**config.mk**
```make
export PLATFORM = sky130hd
export DESIGN_NAME = lru_key_value_cache_top
export DESIGN_NICKNAME = d
export VERILOG_FILES = /design/src/sv/lkvc_pkg.sv /design/src/sv/lkvc_entry_store.sv /design/src/sv/lru_key_value_cache_top.sv
export SDC_FILE = /design/constraint.sdc
export NUM_CORES = 2
export LEC_CHECK = 0
export ABC_AREA = 1
export BUFFER_PORTS_ARGS = -buffer_cell sky130_fd_sc_hd__buf_2
export CAP_MARGIN = 20
export CORE_ASPECT_RATIO = 1.25
export CORE_MARGIN = 2
export CORE_UTILIZATION = 50
export DETAILED_ROUTE_END_ITERATION = 6
export GPL_ROUTABILITY_DRIVEN = 0
export PLACE_DENSITY_LB_ADDON = 0.25
export SYNTH_ARGS = -nofsm -noshare
export SYNTH_HDL_FRONTEND = slang
export SYNTH_SLANG_ARGS = --single-unit
```
**constraint.sdc**
```tcl
create_clock -name i_clk -period 14.36 [get_ports i_clk]
set_input_delay 0.718 -clock i_clk [delete_from_list [all_inputs] [get_ports i_clk]]
set_output_delay 0.718 -clock i_clk [all_outputs]
set_load 0.02 [all_outputs]
```
**src/sv/lkvc_pkg.sv**
```systemverilog
// Shared types and constants for the LRU key-value cache.
// Used by lkvc_entry_store and lru_key_value_cache_top; depends on nothing else.
package lkvc_pkg;

    // Default sizes of the store.
    localparam int CAPACITY_MAX_DEF = 16;
    localparam int KEY_BITS_DEF     = 32;

    // Fixed field widths.
    localparam int DATA_W = 32;
    localparam int CAP_W  = 5;

    // Capacity register value after reset.
    localparam logic [CAP_W-1:0] CAP_RESET = 5'd16;

    // Request type codes.
    localparam logic REQ_GET = 1'b0;
    localparam logic REQ_PUT = 1'b1;

    // One request as held in the input register.
    typedef struct packed {
        logic              req_type;
        logic [DATA_W-1:0] key;
        logic [DATA_W-1:0] value;
    } t_req;

    // One result as produced by the entry store.
    typedef struct packed {
        logic              hit;
        logic [DATA_W-1:0] read_value;
    } t_result;

endpackage

```
**src/sv/lkvc_entry_store.sv**
```systemverilog
// Entry store of the LRU key-value cache: keys, values, valid bits and recency ranks,
// with the parallel key compare and the rank update. Depends on lkvc_pkg.
module lkvc_entry_store #(
    parameter int CAPACITY_MAX = lkvc_pkg::CAPACITY_MAX_DEF,
    parameter int KEY_BITS     = lkvc_pkg::KEY_BITS_DEF
) (
    input  logic                        i_clk,
    input  logic                        i_rst_n,
    input  logic                        i_en,
    input  lkvc_pkg::t_req              i_req,
    input  logic [lkvc_pkg::CAP_W-1:0]  i_capacity,
    output lkvc_pkg::t_result           o_res
);

    localparam int IDX_W = (CAPACITY_MAX > 1) ? $clog2(CAPACITY_MAX) : 1;
    localparam int RANK_W = IDX_W;
    localparam int CNT_W = $clog2(CAPACITY_MAX + 1);
    localparam int CMP_W = (CNT_W > lkvc_pkg::CAP_W) ? CNT_W : lkvc_pkg::CAP_W;

    // Key and value slots carry no reset; valid bits, ranks and the count do.
    logic [KEY_BITS-1:0]        r_key   [CAPACITY_MAX];
    logic [lkvc_pkg::DATA_W-1:0] r_value [CAPACITY_MAX];
    logic [CAPACITY_MAX-1:0]    r_valid;
    logic [RANK_W-1:0]          r_rank  [CAPACITY_MAX];
    logic [CNT_W-1:0]           r_count;

    logic [RANK_W-1:0]          n_rank  [CAPACITY_MAX];

    logic [KEY_BITS-1:0]        w_key;
    logic [CAPACITY_MAX-1:0]    w_match;
    logic                       w_hit;
    logic [IDX_W-1:0]           w_found_idx;
    logic [IDX_W-1:0]           w_oldest_idx;
    logic [IDX_W-1:0]           w_free_idx;
    logic                       w_full;
    logic [CMP_W-1:0]           w_cap;
    logic                       w_at_cap;
    logic                       w_put;
    logic                       w_insert;
    logic                       w_replace;
    logic                       w_touch;
    logic                       w_all;
    logic [IDX_W-1:0]           w_slot;
    logic [RANK_W-1:0]          w_limit;

    // The stored key is the low KEY_BITS bits of the field, zero-extended if wider.
    generate
        if (KEY_BITS <= lkvc_pkg::DATA_W) begin : g_key_trunc
            assign w_key = i_req.key[KEY_BITS-1:0];
        end else begin : g_key_ext
            assign w_key = {{(KEY_BITS - lkvc_pkg::DATA_W){1'b0}}, i_req.key};
        end
    endgenerate

    // Parallel compare, oldest-entry and free-slot search over all entries.
    // Valid keys are unique and valid ranks are distinct 0 .. count-1, so the
    // oldest entry is the valid one whose rank is count-1.
    always_comb begin
        w_match      = '0;
        w_found_idx  = '0;
        w_oldest_idx = '0;
        w_free_idx   = '0;
        for (int i = 0; i < CAPACITY_MAX; i++) begin
            w_match[i] = r_valid[i] && (r_key[i] == w_key);
            if (w_match[i]) begin
                w_found_idx = IDX_W'(i);
            end
            if (r_valid[i] && (CNT_W'(r_rank[i]) == (r_count - CNT_W'(1)))) begin
                w_oldest_idx = IDX_W'(i);
            end
        end
        for (int i = CAPACITY_MAX - 1; i >= 0; i--) begin
            if (!r_valid[i]) begin
                w_free_idx = IDX_W'(i);
            end
        end
        w_hit = |w_match;
    end

    // Effective capacity: zero acts as one, anything above the store size as the size.
    always_comb begin
        w_cap = CMP_W'(i_capacity);
        if (w_cap == '0) begin
            w_cap = CMP_W'(1);
        end else if (w_cap > CMP_W'(CAPACITY_MAX)) begin
            w_cap = CMP_W'(CAPACITY_MAX);
        end
        w_full   = (r_count == CNT_W'(CAPACITY_MAX));
        w_at_cap = (CMP_W'(r_count) >= w_cap) || w_full;
    end

    // Choose the slot to make most recent and the rank limit below which others age.
    always_comb begin
        w_put     = (i_req.req_type == lkvc_pkg::REQ_PUT);
        w_replace = w_put && !w_hit && w_at_cap;
        w_insert  = w_put && !w_hit && !w_at_cap;
        w_touch   = i_en && (w_hit || w_put);
        w_all     = w_insert;
        if (w_hit) begin
            w_slot = w_found_idx;
        end else if (w_replace) begin
            w_slot = w_oldest_idx;
        end else begin
            w_slot = w_free_idx;
        end
        w_limit = r_rank[w_slot];
    end

    // Touched slot goes to rank 0; younger valid entries (all on insert) age by one.
    always_comb begin
        for (int i = 0; i < CAPACITY_MAX; i++) begin
            if (IDX_W'(i) == w_slot) begin
                n_rank[i] = '0;
            end else if (r_valid[i] && (w_all || (r_rank[i] < w_limit))) begin
                n_rank[i] = r_rank[i] + RANK_W'(1);
            end else begin
                n_rank[i] = r_rank[i];
            end
        end
    end

    // Result: the stored value only on a get hit.
    always_comb begin
        o_res.hit        = w_hit;
        o_res.read_value = (!w_put && w_hit) ? r_value[w_found_idx] : '0;
    end

    // Control state: valid bits, ranks and entry count.
    always_ff @(posedge i_clk) begin
        if (!i_rst_n) begin
            r_valid <= '0;
            r_count <= '0;
            for (int i = 0; i < CAPACITY_MAX; i++) begin
                r_rank[i] <= '0;
            end
        end else if (w_touch) begin
            for (int i = 0; i < CAPACITY_MAX; i++) begin
                r_rank[i] <= n_rank[i];
            end
            if (w_insert) begin
                r_valid[w_slot] <= 1'b1;
                r_count         <= r_count + CNT_W'(1);
            end
        end
    end

    // Payload slots: key on insert or replace, value on every put.
    always_ff @(posedge i_clk) begin
        if (i_en && w_put) begin
            r_value[w_slot] <= i_req.value;
            if (!w_hit) begin
                r_key[w_slot] <= w_key;
            end
        end
    end

endmodule

```
**src/sv/lru_key_value_cache_top.sv**
```systemverilog
// LRU key-value cache top level: stream handshake, input and result registers.
// A request is held in the input register and its result in the result register, where a stalled receiver holds it.
// Throughput: one request per cycle while the result register is not held back, set by the parallel key compare and
// rank update over all entries between the input register and the result register.
// Reset (synchronous, active low) clears valid bits, ranks and the entry count and
// sets capacity to 16; no clearing pass is needed, so requests are taken at once.
module lru_key_value_cache_top #(
    parameter int CAPACITY_MAX = lkvc_pkg::CAPACITY_MAX_DEF,
    parameter int KEY_BITS     = lkvc_pkg::KEY_BITS_DEF
) (
    input  logic                       i_clk,
    input  logic                       i_rst_n,
    input  logic                       i_cfg_wr_en,
    input  logic [lkvc_pkg::CAP_W-1:0] i_cfg_wr_data,    // capacity
    input  logic                       s_axis_tvalid,
    output logic                       s_axis_tready,
    input  logic [63:0]                s_axis_tdata,     // key [31:0], value [63:32]
    input  logic [0:0]                 s_axis_tuser,     // req_type [0]
    output logic                       m_axis_tvalid,
    input  logic                       m_axis_tready,
    output logic [31:0]                m_axis_tdata,     // read_value [31:0]
    output logic [0:0]                 m_axis_tuser      // hit [0]
);

    logic [lkvc_pkg::CAP_W-1:0] r_capacity;
    logic                       r_in_valid;
    lkvc_pkg::t_req             r_in_req;
    logic                       r_out_valid;
    lkvc_pkg::t_result          r_out_res;

    logic                       n_in_valid;
    logic                       n_out_valid;

    logic                       w_advance;
    lkvc_pkg::t_req             w_req;
    lkvc_pkg::t_result          w_res;

    // The input register moves on when the result register is empty or being taken.
    always_comb begin
        w_advance     = r_in_valid && (!r_out_valid || m_axis_tready);
        s_axis_tready = !r_in_valid || w_advance;
        n_in_valid    = (s_axis_tvalid && s_axis_tready) || (r_in_valid && !w_advance);
        n_out_valid   = w_advance || (r_out_valid && !m_axis_tready);
    end

    // Unpack the input transaction.
    always_comb begin
        w_req.req_type = s_axis_tuser[0];
        w_req.key      = s_axis_tdata[31:0];
        w_req.value    = s_axis_tdata[63:32];
    end

    // Capacity register.
    always_ff @(posedge i_clk) begin
        if (!i_rst_n) begin
            r_capacity <= lkvc_pkg::CAP_RESET;
        end else if (i_cfg_wr_en) begin
            r_capacity <= i_cfg_wr_data;
        end
    end

    // Handshake state of the two register stages.
    always_ff @(posedge i_clk) begin
        if (!i_rst_n) begin
            r_in_valid  <= 1'b0;
            r_out_valid <= 1'b0;
        end else begin
            r_in_valid  <= n_in_valid;
            r_out_valid <= n_out_valid;
        end
    end

    // Payload registers.
    always_ff @(posedge i_clk) begin
        if (s_axis_tvalid && s_axis_tready) begin
            r_in_req <= w_req;
        end
        if (w_advance) begin
            r_out_res <= w_res;
        end
    end

    // Entry store: lookup and update for the request in the input register.
    lkvc_entry_store #(
        .CAPACITY_MAX (CAPACITY_MAX),
        .KEY_BITS     (KEY_BITS)
    ) u_store (
        .i_clk      (i_clk),
        .i_rst_n    (i_rst_n),
        .i_en       (w_advance),
        .i_req      (r_in_req),
        .i_capacity (r_capacity),
        .o_res      (w_res)
    );

    // Result transaction.
    assign m_axis_tvalid   = r_out_valid;
    assign m_axis_tdata    = r_out_res.read_value;
    assign m_axis_tuser[0] = r_out_res.hit;

    // A miss always returns a zero value.
    a_miss_zero: assert property (@(posedge i_clk) disable iff (!i_rst_n)
        (m_axis_tvalid && !m_axis_tuser[0]) |-> (m_axis_tdata == '0))
        else $error("miss result carries a non-zero value");

    // The input side only stalls when a finished result is held back.
    a_stall_cause: assert property (@(posedge i_clk) disable iff (!i_rst_n)
        !s_axis_tready |-> (r_in_valid && m_axis_tvalid && !m_axis_tready))
        else $error("input stalled without a held result");

    // An accepted request is held in the input register on the next cycle.
    a_accept_held: assert property (@(posedge i_clk) disable iff (!i_rst_n)
        (s_axis_tvalid && s_axis_tready) |=> r_in_valid)
        else $error("accepted request lost");

    // A request leaving the input register produces a result on the next cycle.
    a_advance_out: assert property (@(posedge i_clk) disable iff (!i_rst_n)
        w_advance |=> m_axis_tvalid)
        else $error("processed request gave no result");

endmodule

```
==> metrics <==
die extent in y=around 370 µm; worst reg2reg path depth=26; Reg2Reg Setup Slack=approximately 5900 ps; core area=around 0.11 mm²; Achievable Freq=about 120 MHz; setup tns final=0 ps; per-instance average area after synthesis=~12 µm²; Max Fanout on Critical Path=59; Setup Viol. Count Final=0; effective utilization at floorplan=between 50% and 60%; shortest clock period the worst path allows after layout=approximately 8500 ps; Lkg Pwr=between 20 and 25 nW; number of violations reported at the end of detailed-routing iteration 0=approximately 4600; cell taking the most area after synthesis=sky130_fd_sc_hd__edfxtp_1; Layout Cell Area excl Fill=around 0.059 mm²; number of sinks handled by clock tree synthesis=roughly 1200; most common library cells after synthesis=sky130_fd_sc_hd__edfxtp_1 (1186), sky130_fd_sc_hd__nand2_1 (650), sky130_fd_sc_hd__nor2_1 (546); post-synthesis instance total=between 4000 and 5000; First-pass DRT Iterations=7; number of nets in the synthesized netlist=4554; Final Slew Violations=0; endpoint required time on the critical path=14680 ps; Detailed Place HPWL=around 85 mm; endpoint kind of the worst setup timing path=flop; GR Overflow Total=0; wire length per cell=roughly 25 µm; number of buffers on the longest clock path=3; clock latency reported for the late side of the worst-skew pair=around 730 ps; Setup crit start kind=flop; clock tree from TritonCTS=done; buffers and inverters on the worst path=5; Min-Delay Endpoint=r_in_req[63]; kind of critical path=flop to flop; number of global-route vias before repair=between 30000 and 40000; Synth Area in Adders=under 10%; Hold Path Depth=1; fraction of synthesized cell area taken by the top area cell type=approximately two thirds; most frequent cell after synthesis=sky130_fd_sc_hd__edfxtp_1; clock tree root driver cell=sky130_fd_sc_hd__clkbuf_16; post_cts resized=0; worst clock skew=approximately 67 ps; Filler Cell Count=between 8000 and 9000; post-DR vias/cell=a little under 6; number of antenna violations at the first check in global routing=3; yosys synthesis warning count=0; pin count of the biggest net entering global routing=262; Max Cap Viol=0; number of design rule violations left after detail routing=1; post-CTS setup-driven buffer insertion count=0; class of the tightest hold or removal check=input pin to flop; maximum cell stage delay along the critical path=960 ps; Synth area leaders=sky130_fd_sc_hd__edfxtp_1 (67%), sky130_fd_sc_hd__nand2_1 (4.6%), sky130_fd_sc_hd__nor2_1 (3.9%), sky130_fd_sc_hd__o21ai_0 (3.6%), sky130_fd_sc_hd__o221ai_1 (2.2%); Final Hold Viols=0; full die area=around 0.11 mm²; number of different library cells in the post-synthesis netlist=between 50 and 60; unrepaired setup endpoints after global routing=false; post-synthesis register bit count=between 1000 and 1500; IO buf count=109; DR vias=around 36000; async set-or-reset flop fraction in the synthesized netlist=0%; share of post-route cells with drive strength above 1=between 10% and 20%; Worst VDD drop=0.0001158 V; global router's overall resource usage=between 20 and 30%; areal power density over the cells=around 130 mW/mm²; Nets=between 4000 and 5000; TritonCTS Buffers=around 120; maximum level of the CTS H-tree=3; transition at the pin with the smallest max-transition slack=1460 ps; status=finished, violations left; DP Worst Slack=roughly 6100 ps; post-cts hold buffer count=0; startpoint of the tightest hold check path=s_axis_tdata[31]; Site Rows=~130; clock transition at the registers of the reported paths=around 60 ps; launch point of the worst reg-to-reg path=r_in_req[62]; DIE WIDTH=slightly below 300 µm; cell type group with the largest total delay on the critical path=buffers and inverters; commonest register cell after synthesis=sky130_fd_sc_hd__edfxtp_1; Critical-path top delay cell=sky130_fd_sc_hd__clkinv_2; PnR worst setup slack=5879 ps; r2r endpoint=u_store.r_rank[4][3]; critical path data arrival time=8800 ps; xor/xnor share of the synthesized area=approximately 3.3%; total I/O pin count=110; mux cell area share after synthesis=0%; post-synthesis compound-gate area fraction=under 10%; number of synthesized flops with an enable pin=approximately 1200; wire length of the first global-routing pass=~220 mm; post-synthesis cell area=approximately 0.053 mm²; ANT nets after route=0; simple logic cell fraction of the synthesized area=between 10 and 15%; final period utilization=just under 60%; violated checks=DRC; Layout area overhead=11.48%; total detailed-routing wirelength=~150 mm; most frequent CP cell=sky130_fd_sc_hd__nand2_1; portion of the post-synthesis area used by sequential elements=roughly two thirds; worst slew margin relative to its limit=2.652%; largest family of logic cells by synthesized area=simple AND/OR/NAND/NOR gates; area post-placement=0.05505 mm²
-- cells in the final DEF, fill, tap and decap left out, drive strengths merged, types with 4 or more instances in the layout --
cell type / instances
xor2: 83
buf: 194
inv: 291
nand2: 657
clkbuf: 137
dfxtp: 28
xnor2: 119
a221oi: 5
nor2: 557
o21ai: 392
edfxtp: 1186
clkinvlp: 6
nor3: 64
bufinv: 18
o221ai: 132
o22ai: 99
nand4: 46
nor4: 27
a21oi: 125
or2: 41
nand3: 184
ha: 71
clkinv: 58
nand3b: 4
o211ai: 20
a22o: 37
a211oi: 13
-- area by class of cell --
type	count	area, µm²	share of cell area [%]
sequential	1214	36170	61.31
timing repair buffer	194	1216	2.061
inverter	294	1117	1.894
clock buffer	137	2992	5.070
antenna	1	2.502	0.004241
multi-input combinational	2694	14770	25.04
clock inverter	79	954.7	1.618
tap	1417	1773	3.005
-- registers in the layout, summed over array words and instances, names as in the netlist --
name             flops
u_store.r_value    512
m_axis_tdata        32
r_capacity           5
u_store.r_rank      64
r_in_req            65
u_store.r_valid     16
u_store.r_count      5
m_axis_tuser         1
u_store.r_key      512
r_in_valid           1
m_axis_tvalid        1
-- logic make-up (layout without fill, tap and decap cells) --
kind of cell               after synthesis  in the layout
AOI/OAI and AO/OA                      836            836
xor gates and xnor gates               202            202
adders and majority gates               71             71
buffers and inverters                  500            704
DFF                                   1214           1214
other                                    0              1
and+or+nand+nor                       1585           1585
-- worst max-delay path by stage --
stage                            to                from  slack (ps)  cells past startpoint
3_5_place_dp   u_store.r_rank[4][1]        r_in_req[62]        6100                     26
3_3_place_gp   u_store.r_rank[9][0]        r_in_req[62]        6140                     26
2_1_floorplan   u_store.r_key[8][0]  u_store.r_count[0]        8420                     24
5_1_grt        u_store.r_rank[0][3]  u_store.r_count[0]        5320                     29
6_report       u_store.r_rank[4][3]        r_in_req[62]        5880                     26
4_1_cts        u_store.r_rank[4][0]        r_in_req[62]        6040                     26
-- metrics by stage --
| step | power (mW) | instances | hold WS [ps] | utilization, % |
|---|---|---|---|---|
| after CTS | 7.631 | 6029 | 139.6 | 56.19 |
| after floorplan | 4.334 | 4408 | 443.4 | - |
| after global placement | 4.501 | 5811 | 451.9 | 52.40 |
| final | 7.615 | 6030 | 168.3 | 56.19 |
| after global routing | 7.813 | 6029 | 149.0 | 56.19 |
| after detailed placement | 4.510 | 5813 | 465.8 | 52.43 |
-- worst register-to-register path: stages, from the launching register on --
cell	delay, ps
sky130_fd_sc_hd__edfxtp_1	910
sky130_fd_sc_hd__buf_4	490
sky130_fd_sc_hd__xnor2_1	180
sky130_fd_sc_hd__nand4_1	100
sky130_fd_sc_hd__nor3_1	240
sky130_fd_sc_hd__nand3_1	250
sky130_fd_sc_hd__nand2_1	180
sky130_fd_sc_hd__inv_1	50
sky130_fd_sc_hd__a21oi_1	150
sky130_fd_sc_hd__o21bai_1	160
sky130_fd_sc_hd__a21oi_4	140
sky130_fd_sc_hd__buf_4	550
sky130_fd_sc_hd__clkinv_2	1000
sky130_fd_sc_hd__a21oi_4	550
sky130_fd_sc_hd__nor2_1	110
sky130_fd_sc_hd__inv_1	400
sky130_fd_sc_hd__o22ai_1	130
sky130_fd_sc_hd__o21ai_0	200
sky130_fd_sc_hd__nand4_1	910
sky130_fd_sc_hd__ha_1	690
sky130_fd_sc_hd__nand2_1	80
sky130_fd_sc_hd__nand2_1	50
sky130_fd_sc_hd__nand2_1	50
sky130_fd_sc_hd__nand2_1	40
sky130_fd_sc_hd__nand2_1	50
sky130_fd_sc_hd__nand2_1	70
sky130_fd_sc_hd__a21oi_1	340
-- where the power goes --
part | total, mW | switching, mW | internal (mW)
Sequential | 3.99 | 0.0539 | 3.94
Combinational | 0.456 | 0.323 | 0.133
Clock | 3.17 | 1.35 | 1.82
-- metal layers --
layer | vias to the layer above | share of wire, % | GRT usage [%]
met5 | - | 0.0099 | 0
met4 | 2 | 4.8 | 12.35
met3 | 429 | 8.9 | 3.694
met2 | 1925 | 48 | 45.84
met1 | 17570 | 38 | 36.44
li1 | 16070 | - | -
No activity file was read; power rests on OpenSTA's default activity.
